**src/hw/rtl/programmable_fsm_with_reachability_core_defines.svh**
```systemverilog
// Assertion macros shared by the RTL of the programmable state machine core.
`ifndef PROGRAMMABLE_FSM_WITH_REACHABILITY_CORE_DEFINES_SVH
`define PROGRAMMABLE_FSM_WITH_REACHABILITY_CORE_DEFINES_SVH

`ifndef SYNTH
// Checked after reset is released.
`define PFSM_ASSERT(lbl, prop, msg) \
    lbl: assert property (@(posedge aclk) disable iff (!aresetn) prop) else $error(msg);
// Checked on every edge, reset included.
`define PFSM_ASSERT_ALWAYS(lbl, prop, msg) \
    lbl: assert property (@(posedge aclk) prop) else $error(msg);
`else
`define PFSM_ASSERT(lbl, prop, msg)
`define PFSM_ASSERT_ALWAYS(lbl, prop, msg)
`endif

`endif

```
**src/hw/rtl/pfsm_pkg.sv**
```systemverilog
// Shared types, codes and constants of the programmable state machine core.
package pfsm_pkg;

    localparam int S_TDATA_W = 8;
    localparam int M_TDATA_W = 40;
    localparam int MASK_W    = 8;

    typedef enum logic [2:0] {
        ACT_STEP    = 3'd0,
        ACT_REWRITE = 3'd1,
        ACT_FIND    = 3'd2,
        ACT_PURGE   = 3'd3,
        ACT_QUERY   = 3'd4
    } action_t;

    typedef enum logic [2:0] {
        ST_IDLE,
        ST_DECODE,
        ST_EXEC,
        ST_REACH,
        ST_DONE
    } ctrl_state_t;

    typedef struct packed {
        logic load;     // capture the incoming request
        logic seed;     // start a reachability sweep from the current state
        logic iterate;  // one propagation step of the sweep
        logic commit;   // update state and load the result register
    } ctrl_cmd_t;

    typedef struct packed {
        logic is_find;
        logic out_free;
    } ctrl_sts_t;

    // Initial transition table: states 0..7 fixed, higher states loop to themselves.
    function automatic logic [3:0] init_next(input logic [3:0] s, input logic b);
        logic [3:0] v;
        case (s)
            4'd0: v = b ? 4'd6 : 4'd7;
            4'd1: v = b ? 4'd7 : 4'd4;
            4'd2: v = b ? 4'd3 : 4'd5;
            4'd3: v = b ? 4'd4 : 4'd1;
            4'd4: v = b ? 4'd5 : 4'd6;
            4'd5: v = b ? 4'd0 : 4'd3;
            4'd6: v = b ? 4'd1 : 4'd0;
            4'd7: v = b ? 4'd2 : 4'd7;
            default: v = s;
        endcase
        return v;
    endfunction

endpackage

```
**src/hw/rtl/programmable_fsm_with_reachability_core.sv**
```systemverilog
// Top level of the programmable state machine core with reachability tracking.
// Usage: one request per s_ handshake (action, edge_bit, target), one result per
// request on the m_ channel, in order. Step follows an edge of the current state,
// rewrite redirects one, find garbage sweeps reachability, purge deletes listed
// targets, query reports a listed state.
// Sequence: step, rewrite, purge and query pass through decode and execute;
// find garbage runs the propagation steps of the sweep over the transition
// table, then done. A result is loaded once the output register is free; the
// next request is accepted in idle after that, while the result may still wait
// in the output register. The sequencer handles one request at a time.
// Reset (aresetn low, synchronous) restores the initial transition table, state
// A, and clears all masks. Send no request in reset; the core does not block it.
// If the receiver holds m_tready low, the result stays put and at most one more
// request is accepted; it finishes and then waits for the output register.
module programmable_fsm_with_reachability_core #(
    parameter int NUM_STATES = 8
) (
    input  logic                              aclk,
    input  logic                              aresetn,
    input  logic                              s_tvalid,
    output logic                              s_tready,
    // action[2:0], edge_bit[3], target[6:4], zero[7]
    input  logic [pfsm_pkg::S_TDATA_W-1:0]    s_tdata,
    output logic                              m_tvalid,
    input  logic                              m_tready,
    // current_state[2:0], reachable_mask[10:3], garbage_mask[18:11],
    // listed_mask[26:19], deleted_flags[34:27], ok[35], zero[39:36]
    output logic [pfsm_pkg::M_TDATA_W-1:0]    m_tdata
);
    import pfsm_pkg::*;

    ctrl_cmd_t cmd;
    ctrl_sts_t sts;

    pfsm_ctrl #(
        .NUM_STATES (NUM_STATES)
    ) u_ctrl (
        .aclk     (aclk),
        .aresetn  (aresetn),
        .in_valid (s_tvalid),
        .in_ready (s_tready),
        .sts      (sts),
        .cmd      (cmd)
    );

    pfsm_datapath #(
        .NUM_STATES (NUM_STATES)
    ) u_datapath (
        .aclk     (aclk),
        .aresetn  (aresetn),
        .s_tdata  (s_tdata),
        .cmd      (cmd),
        .sts      (sts),
        .m_tvalid (m_tvalid),
        .m_tready (m_tready),
        .m_tdata  (m_tdata)
    );
endmodule

```
**src/hw/rtl/pfsm_ctrl.sv**
```systemverilog
// Sequencer for the state machine core: request intake, sweep count, commit.
`include "programmable_fsm_with_reachability_core_defines.svh"

module pfsm_ctrl #(
    parameter int NUM_STATES = 8
) (
    input  logic                 aclk,
    input  logic                 aresetn,
    input  logic                 in_valid,
    output logic                 in_ready,
    input  pfsm_pkg::ctrl_sts_t  sts,
    output pfsm_pkg::ctrl_cmd_t  cmd
);
    import pfsm_pkg::*;

    localparam int CW = $clog2(NUM_STATES);

    ctrl_state_t   state_reg, state_next;
    logic [CW-1:0] iter_reg, iter_next;

    always_ff @(posedge aclk) begin
        if (!aresetn) begin
            state_reg <= ST_IDLE;
            iter_reg  <= '0;
        end else begin
            state_reg <= state_next;
            iter_reg  <= iter_next;
        end
    end

    always_comb begin
        state_next = state_reg;
        iter_next  = iter_reg;
        in_ready   = 1'b0;
        cmd        = '0;
        case (state_reg)
            ST_IDLE: begin
                in_ready = 1'b1;
                if (in_valid) begin
                    cmd.load   = 1'b1;
                    state_next = ST_DECODE;
                end
            end
            ST_DECODE: begin
                if (sts.is_find) begin
                    cmd.seed   = 1'b1;
                    iter_next  = '0;
                    state_next = ST_REACH;
                end else begin
                    state_next = ST_EXEC;
                end
            end
            ST_EXEC, ST_DONE: begin
                if (sts.out_free) begin
                    cmd.commit = 1'b1;
                    state_next = ST_IDLE;
                end
            end
            ST_REACH: begin
                cmd.iterate = 1'b1;
                if (iter_reg == CW'(NUM_STATES - 1)) begin
                    iter_next  = '0;
                    state_next = ST_DONE;
                end else begin
                    iter_next = iter_reg + 1'b1;
                end
            end
            default: state_next = ST_IDLE;
        endcase
    end

    `PFSM_ASSERT(a_commit_needs_slot, cmd.commit |-> sts.out_free, "commit while result pending")
    `PFSM_ASSERT(a_accept_decodes, (in_valid && in_ready) |=> (state_reg == ST_DECODE),
        "accepted request not decoded")
    `PFSM_ASSERT(a_sweep_ends_in_done, (state_reg == ST_DONE) |-> ($past(cmd.iterate) || $past(state_reg == ST_DONE)),
        "result of sweep committed without propagation")
endmodule

```
**src/hw/rtl/pfsm_datapath.sv**
```systemverilog
// Transition table, current state, masks, reachability sweep and result register.
`include "programmable_fsm_with_reachability_core_defines.svh"

module pfsm_datapath #(
    parameter int NUM_STATES = 8
) (
    input  logic                              aclk,
    input  logic                              aresetn,
    input  logic [pfsm_pkg::S_TDATA_W-1:0]    s_tdata,
    input  pfsm_pkg::ctrl_cmd_t               cmd,
    output pfsm_pkg::ctrl_sts_t               sts,
    output logic                              m_tvalid,
    input  logic                              m_tready,
    output logic [pfsm_pkg::M_TDATA_W-1:0]    m_tdata
);
    import pfsm_pkg::*;

    localparam int SW = $clog2(NUM_STATES);
    localparam int MW = (NUM_STATES > MASK_W) ? NUM_STATES : MASK_W;

    function automatic logic [2*NUM_STATES*SW-1:0] reset_table();
        logic [2*NUM_STATES*SW-1:0] v;
        v = '0;
        for (int s = 0; s < NUM_STATES; s++) begin
            for (int b = 0; b < 2; b++) begin
                v[(2*s+b)*SW +: SW] = SW'(init_next(4'(s), 1'(b)) % NUM_STATES);
            end
        end
        return v;
    endfunction

    localparam logic [2*NUM_STATES*SW-1:0] RESET_TBL = reset_table();

    // request register
    logic [2:0] act_reg;
    logic       edge_reg;
    logic [2:0] tgt_reg;

    logic [SW-1:0]         tbl_reg [NUM_STATES][2];
    logic [SW-1:0]         cur_reg, cur_next;
    logic [NUM_STATES-1:0] reach_reg, reach_next;
    logic [NUM_STATES-1:0] listed_reg, listed_next;
    logic [NUM_STATES-1:0] del_reg, del_next;
    logic [NUM_STATES-1:0] sweep_reg, sweep_next;
    logic                  m_tvalid_reg, m_tvalid_next;
    logic [M_TDATA_W-1:0]  m_tdata_reg;

    logic [NUM_STATES-1:0] succ, targets, garbage, newly, garbage_out;
    logic [MW-1:0]         del_ext, listed_ext;
    logic [MW-1:0]         cur_ext, reach_ext, garb_ext, listed_o_ext, del_o_ext;
    logic                  tgt_ok, tbl_we, ok;
    logic [SW-1:0]         tgt_idx;

    assign sts.is_find  = (act_reg == ACT_FIND);
    assign sts.out_free = !m_tvalid_reg || m_tready;

    always_ff @(posedge aclk) begin
        if (cmd.load) begin
            act_reg  <= s_tdata[2:0];
            edge_reg <= s_tdata[3];
            tgt_reg  <= s_tdata[6:4];
        end
    end

    always_comb begin
        succ    = '0;
        targets = '0;
        for (int s = 0; s < NUM_STATES; s++) begin
            targets = targets | (NUM_STATES'(1) << tbl_reg[s][0])
                              | (NUM_STATES'(1) << tbl_reg[s][1]);
            if (sweep_reg[s]) begin
                succ = succ | (NUM_STATES'(1) << tbl_reg[s][0])
                            | (NUM_STATES'(1) << tbl_reg[s][1]);
            end
        end
    end

    always_comb begin
        sweep_next = sweep_reg;
        if (cmd.seed) begin
            sweep_next = del_reg[cur_reg] ? '0 : (NUM_STATES'(1) << cur_reg);
        end else if (cmd.iterate) begin
            sweep_next = sweep_reg | (succ & ~del_reg);
        end
    end

    always_ff @(posedge aclk) begin
        sweep_reg <= sweep_next;
    end

    assign del_ext    = MW'(del_reg);
    assign listed_ext = MW'(listed_reg);
    assign tgt_ok     = (int'(tgt_reg) < NUM_STATES);
    assign tgt_idx    = SW'(tgt_reg);
    assign garbage    = ~sweep_reg & ~del_reg;
    assign newly      = targets & listed_reg & ~del_reg;

    always_comb begin
        cur_next    = cur_reg;
        reach_next  = reach_reg;
        listed_next = listed_reg;
        del_next    = del_reg;
        garbage_out = '0;
        ok          = 1'b0;
        tbl_we      = 1'b0;
        case (act_reg)
            ACT_STEP: cur_next = tbl_reg[cur_reg][edge_reg];
            ACT_REWRITE: begin
                if (tgt_ok && !del_ext[tgt_reg]) begin
                    tbl_we = 1'b1;
                    ok     = 1'b1;
                end
            end
            ACT_FIND: begin
                reach_next  = sweep_reg;
                garbage_out = garbage;
                listed_next = listed_reg | garbage;
            end
            ACT_PURGE: begin
                del_next = del_reg | newly;
                ok       = |newly;
            end
            ACT_QUERY: ok = tgt_ok && listed_ext[tgt_reg];
            default: ;
        endcase
    end

    always_ff @(posedge aclk) begin
        if (!aresetn) begin
            for (int s = 0; s < NUM_STATES; s++) begin
                for (int b = 0; b < 2; b++) begin
                    tbl_reg[s][b] <= RESET_TBL[(2*s+b)*SW +: SW];
                end
            end
            cur_reg    <= '0;
            reach_reg  <= '0;
            listed_reg <= '0;
            del_reg    <= '0;
        end else if (cmd.commit) begin
            if (tbl_we) begin
                tbl_reg[cur_reg][edge_reg] <= tgt_idx;
            end
            cur_reg    <= cur_next;
            reach_reg  <= reach_next;
            listed_reg <= listed_next;
            del_reg    <= del_next;
        end
    end

    assign cur_ext      = MW'(cur_next);
    assign reach_ext    = MW'(reach_next);
    assign garb_ext     = MW'(garbage_out);
    assign listed_o_ext = MW'(listed_next);
    assign del_o_ext    = MW'(del_next);

    assign m_tvalid_next = cmd.commit ? 1'b1 : (m_tready ? 1'b0 : m_tvalid_reg);

    always_ff @(posedge aclk) begin
        if (!aresetn) begin
            m_tvalid_reg <= 1'b0;
        end else begin
            m_tvalid_reg <= m_tvalid_next;
        end
    end

    always_ff @(posedge aclk) begin
        if (cmd.commit) begin
            m_tdata_reg <= {4'b0000, ok, del_o_ext[MASK_W-1:0], listed_o_ext[MASK_W-1:0],
                            garb_ext[MASK_W-1:0], reach_ext[MASK_W-1:0], cur_ext[2:0]};
        end
    end

    assign m_tvalid = m_tvalid_reg;
    assign m_tdata  = m_tdata_reg;

    `PFSM_ASSERT(a_deleted_were_listed, (del_reg & ~listed_reg) == '0,
        "deleted state never listed")
    `PFSM_ASSERT(a_commit_shows_result, cmd.commit |=> m_tvalid_reg,
        "commit did not raise result valid")
    `PFSM_ASSERT(a_current_in_range, int'(cur_reg) < NUM_STATES,
        "current state out of range")
endmodule

```
**config.mk**
```make
export PLATFORM = sky130hd
export DESIGN_NAME = programmable_fsm_with_reachability_core
export DESIGN_NICKNAME = d
export VERILOG_FILES = /design/src/hw/rtl/pfsm_pkg.sv /design/src/hw/rtl/programmable_fsm_with_reachability_core.sv /design/src/hw/rtl/pfsm_ctrl.sv /design/src/hw/rtl/pfsm_datapath.sv
export VERILOG_INCLUDE_DIRS = /design/src /design/src/hw/rtl
export SDC_FILE = /design/constraint.sdc
export NUM_CORES = 1
export LEC_CHECK = 0
export BUFFER_PORTS_ARGS = -buffer_cell sky130_fd_sc_hd__buf_2
export CAP_MARGIN = 20
export CORE_MARGIN = 8
export CORE_UTILIZATION = 30
export DETAILED_ROUTE_END_ITERATION = 6
export MAX_ROUTING_LAYER = met4
export PLACE_DENSITY_LB_ADDON = 0.3
export SYNTH_ARGS = -nofsm -noshare
export SYNTH_HDL_FRONTEND = slang
export SYNTH_SLANG_ARGS = --single-unit
```
**constraint.sdc**
```tcl
create_clock -name aclk -period 6.4 [get_ports aclk]
set_clock_uncertainty 0.1 [all_clocks]
set_input_delay 0 -clock aclk [delete_from_list [all_inputs] [get_ports aclk]]
set_output_delay 0 -clock aclk [all_outputs]
set_load 0.01 [all_outputs]
```
# == Word-level counts from Yosys, hierarchy flattened ==
# Memory sizes are Yosys's and may differ from the RTL's. A register that Yosys moved wholly into a read port is not among the register bits.
# Cells that the tools add are included.
# totals
ff_bits,85
ram_bits,48
in_bits,12
out_inout_bits,42
elab_cells,158
mem_count,1
# op_classes
n_addsub,1
n_lt_le_gt_ge,4
n_eq_ne,13
shifts,17
mux,57
n_bitwise,39
n_reduce_logical,13
# memory_table
memory,depth,width,rd,rd_clocked_by_memory_dff,write_ports,line,source
u_datapath.tbl_reg,8,6,9,1,8,pfsm_datapath.sv:39,logic [SW-1:0] tbl_reg [NUM_STATES][2];
# op_table
cell,count
$or 8x8->8,32
$shl 1x3->8 const A,17
$mux 8,14
$mux 3,13
$and 8x8->8,4
$mux 1,20
$mux 6,3
$not 8->8,2
$eq 3x2->1 const B,4
$pmux 3 s4,1
$bmux 1 s3,3
$eq 3x3->1 const B,3
$lt 3x4->1 const B,2
$reduce_or 8->1,1
$eq 3x1->1 const B,2
$logic_not 3->1,2
$ne 2x2->1 const B,3
$pmux 3 s2,1
$reduce_bool 2->1,3
$reduce_or 6->1,1
$add 3x1->3 const B,1
$demux 3 s1,1
$pmux 1 s3,1
$reduce_and 3->1,1
9 further kinds,9

# == Longest topological paths before layout ==
# An unclocked memory read counts as a cell.
# depth
ltp_word,29
ltp_mapped,10
mapped_depth_nobuf,7

# == By module ==
# A second synthesis with hierarchy kept.
# unflattened
cells_unflattened,689
hier_area_um2,7260.7
# modules_own_cells
mod,instances,cells_per_inst,area_each_um2,seq_area_each_um2
pfsm_datapath,1,648,6880.3,3593.4
pfsm_ctrl,1,41,380.4,120.1

# == Worst setup path after synthesis ==
# OpenSTA, ideal clock, no wires.
# synth_path
path_kind,register to register
start,reg u_ctrl.state_reg[1]
end,reg u_datapath.m_tdata_reg[0] (netlist: u_datapath.m_tdata[0]) (enable)
arrival_ns,2.395
slack_ns,3.491
path_stages_with_launch,8
path_buffers,3
path_cell_list,dfxtp_1 -> clkbuf_1 -> xnor2_1 -> nor2_1 -> nand2_1 -> inv_1 -> clkbuf_1 -> buf_1
# synth_lines
item,line,source
start: declaration,pfsm_ctrl.sv:18,"ctrl_state_t state_reg, state_next;"
start signal: assignment,pfsm_ctrl.sv:26,state_reg <= state_next;
end signal: assignment,pfsm_datapath.sv:168,"m_tdata_reg <= {4'b0000, ok, del_o_ext[MASK_W-1:0], listed_o_ext[MASK_W-1:0],"
end: declaration,pfsm_datapath.sv:46,logic [M_TDATA_W-1:0] m_tdata_reg;

==> flow_summary.json <==
{
  "start_util_pct": 30.3,
  "fin_setup_tns_ns": 0,
  "stdcell_area_sq_mm": 0.00846,
  "worst_slack_ns": 2.69,
  "grt_pass1_vias": 5550,
  "ys_async_sr_fraction_pct": 0,
  "synth-seq-area-share_pct": 50.8,
  "r2r_slack_ns": 2.69,
  "dieArea_sq_mm": 0.0296,
  "powerDensity_mw_per_mm2": 256,
  "fp-row-count": 57,
  "clk_pin_slew_ns": 0.07,
  "post_cts_resized": 0,
  "synth_cell_types": 58,
  "chipHeight_um": 172,
  "dp_hpwl_um": 15900,
  "io_buffer_count": 48,
  "clkLatencyLatePin_ns": 0.43,
  "timing.final.crit_share_pct": 58.0,
  "wire_per_inst_um": 20.4,
  "arrival_ns": 3.74,
  "crit_fanout": 16,
  "worstPathRequired_ns": 6.43,
  "overflow": 0,
  "cts.sinks": 136,
  "grt_antenna_before_repair": 0,
  "relSlewSlack_pct": 39.6,
  "rr_endpoint": "u_datapath.tbl_reg[0][1]",
  "track_usage_pct": 15.4,
  "report.final.slew_viol_count": 0,
  "pre_cts_slack_ns": 2.74,
  "drt-vias-per-instance": 5.56,
  "gp_congestion": 0.944,
  "cts_setup_buffers": 0,
  "setup_viol": 0,
  "cts_root_buf": "clkbuf_16",
  "drt-pass1-iter-count": 6,
  "worst_setup_path_end_kind": "flop",
  "die_w_um": 172,
  "p_sw_uw": 581,
  "numCtsBuffers": 17,
  "grt_max_degree": 61,
  "period_needed_ns": 3.71,
  "r2r_start": "u_datapath.tgt_idx[1]",
  "worstHoldPathCells": 2,
  "num_vias": 5950,
  "r2r_cells": 7,
  "fillers": 2465,
  "htree_levels": 4,
  "hp-start": "s_tvalid",
  "core_sq_mm": 0.0241,
  "ctsHoldBuffers": 8,
  "worst_pin_slew_ns": 0.905,
  "clkPwrFrac_pct": 43.5,
  "p_total_mw": 2.16,
  "min_to": "u_datapath.act_reg[0]",
  "startpoint_type": "flop",
  "drive_gt1_share_pct": 17.8,
  "placedInstanceArea_sq_mm": 0.00782,
  "drtAntennaViolNets": 0,
  "drcViolationCount": 0,
  "fin_nets": 748,
  "max_clock_freq_mhz": 269,
  "yosysWarnings": 0,
  "n_antenna_cell": 0,
  "synthToLayoutAreaGrowth_pct": 15.7,
  "power_frac_seq_pct": 47.8,
  "ys_ff_latch": 136,
  "rsz0062_at_grt": "no",
  "clock_path_buffers": 2,
  "switching_share_pct": 26.9,
  "hold_viol_final": 0,
  "drt_iter0_drc": 781,
  "postSynthCellCount": 694,
  "synth.avg_cell_area_sq_um": 10.5,
  "min_path_type": "in -> reg",
  "fin_util_pct": 35.1,
  "synth_ff_type": "edfxtp_1",
  "drv_cap": 0,
  "wl_um": 21800,
  "status": "finished clean",
  "path_class": "reg -> reg",
  "netlist_area_sq_mm": 0.00731,
  "vdd_drop_max_uv": 138,
  "synth_edf_count": 99,
  "p_int_mw": 1.58,
  "ioPinCount": 54,
  "combPwrFrac_pct": 8.7,
  "cts_tree": "yes",
  "largest_reg_flops": 48,
  "leakagePower_nw": 3.01,
  "grt_pass1_wl_um": 33000
}
## stage by stage
step | hold slack [ns] | std cells
2_1_floorplan | -0.00113 | 697
3_3_place_gp | 0.0770 | 1031
3_5_place_dp | 0.0786 | 1031
4_1_cts | 0.0433 | 1071
5_1_grt | 0.0631 | 1071
6_report | 0.0475 | 1071
## layout make-up
class	instances	area, sq um	share of cell area [%]
well taps	324	405	4.79
flip-flops and latches	136	3710	43.9
repair buffers	60	350	4.14
clock buffers	18	439	5.19
inverters	36	135	1.60
clock inverters	14	128	1.51
multi-input cells	483	3290	38.9
## placed cells by master, fill, tap and decap left out, types with 7 or more instances in the layout
| master | instances |
|---|---|
| nor3_1 | 33 |
| nor2b_1 | 20 |
| nand2_1 | 60 |
| nor3b_1 | 10 |
| nand3_1 | 15 |
| a31oi_1 | 9 |
| dfxtp_1 | 37 |
| edfxtp_1 | 99 |
| o22ai_1 | 13 |
| mux2_2 | 11 |
| a21oi_1 | 12 |
| mux4_2 | 21 |
| a222oi_1 | 7 |
| o21ai_0 | 42 |
| a22oi_1 | 14 |
| nor2_1 | 46 |
| nand2b_1 | 30 |
| dlygate4sd3_1 | 8 |
| o211a_1 | 8 |
| nand3b_1 | 8 |
| buf_2 | 48 |
| clkbuf_16 | 17 |
| o32ai_1 | 22 |
| or2_2 | 14 |
| nor4_1 | 11 |
| or3_1 | 16 |
| inv_1 | 34 |
## Yosys cell counts, drive strengths merged, types with 13 or more instances
| master | n | area [sq um] |
|---|---|---|
| inv | 35 | 131 |
| o32ai | 22 | 193 |
| or2 | 16 | 100 |
| dfxtp | 37 | 741 |
| clkbuf | 31 | 116 |
| nand2 | 60 | 225 |
| nor2b | 20 | 125 |
| nand2b | 30 | 188 |
| nand3 | 15 | 75.1 |
| o21ai | 42 | 210 |
| or3 | 16 | 100 |
| nor2 | 46 | 173 |
| o22ai | 13 | 81.3 |
| edfxtp | 99 | 2970 |
| mux4 | 21 | 473 |
| a22oi | 14 | 105 |
| nor3 | 34 | 175 |
## critical path, stage by stage, from the launching register on
cell	delay, ns
edfxtp_1	0.86
mux4_2	0.40
mux2i_1	0.14
nand2_1	0.15
or4_1	0.80
or2_1	0.46
nor3_1	0.28
nand2b_1	0.21
## cells by family after synthesis
| logic type | share of synthesized area, % |
|---|---|
| other cells | 0.0513 |
| simple gates | 20.0 |
| flops | 50.8 |
| xor+xnor | 0.120 |
| mux | 8.43 |
| compound gates | 15.9 |
| buf+inv | 4.35 |
| fa+ha+maj | 0.342 |
## how the worst max path moves through the flow
stage,start,end,cells past startpoint
6_report,u_datapath.tgt_idx[1],u_datapath.tbl_reg[0][1],7
5_1_grt,u_datapath.tgt_idx[1],u_datapath.tbl_reg[0][1],7
4_1_cts,u_datapath.tgt_idx[0],u_datapath.tbl_reg[0][1],7
3_5_place_dp,u_datapath.tgt_idx[0],u_datapath.tbl_reg[0][0],7
3_3_place_gp,u_datapath.tgt_idx[0],u_datapath.tbl_reg[0][1],7
2_1_floorplan,u_ctrl.state_reg[1],u_datapath.m_tdata[0],7
## metal layers
| metal | vias up | global-route usage (%) | share of wire, % |
|---|---|---|---|
| li1 | 2737 | - | - |
| met1 | 2928 | 20.3 | 45 |
| met2 | 246 | 22.1 | 44 |
| met3 | 39 | 4.04 | 8.1 |
| met4 | 0 | 6.56 | 2.9 |
| met5 | - | - | 0 |
## power by group through the flow
stage / logic [mW] / clock network (mW) / registers, mW
finish: 0.188 / 0.942 / 1.03
global route: 0.206 / 0.995 / 1.04
CTS: 0.188 / 0.958 / 1.03
detailed placement: 0.184 / 0 / 1.05
global placement: 0.184 / 0 / 1.05
floorplan: 0.135 / 0 / 1.03
Power figures use the tool's default switching activity.
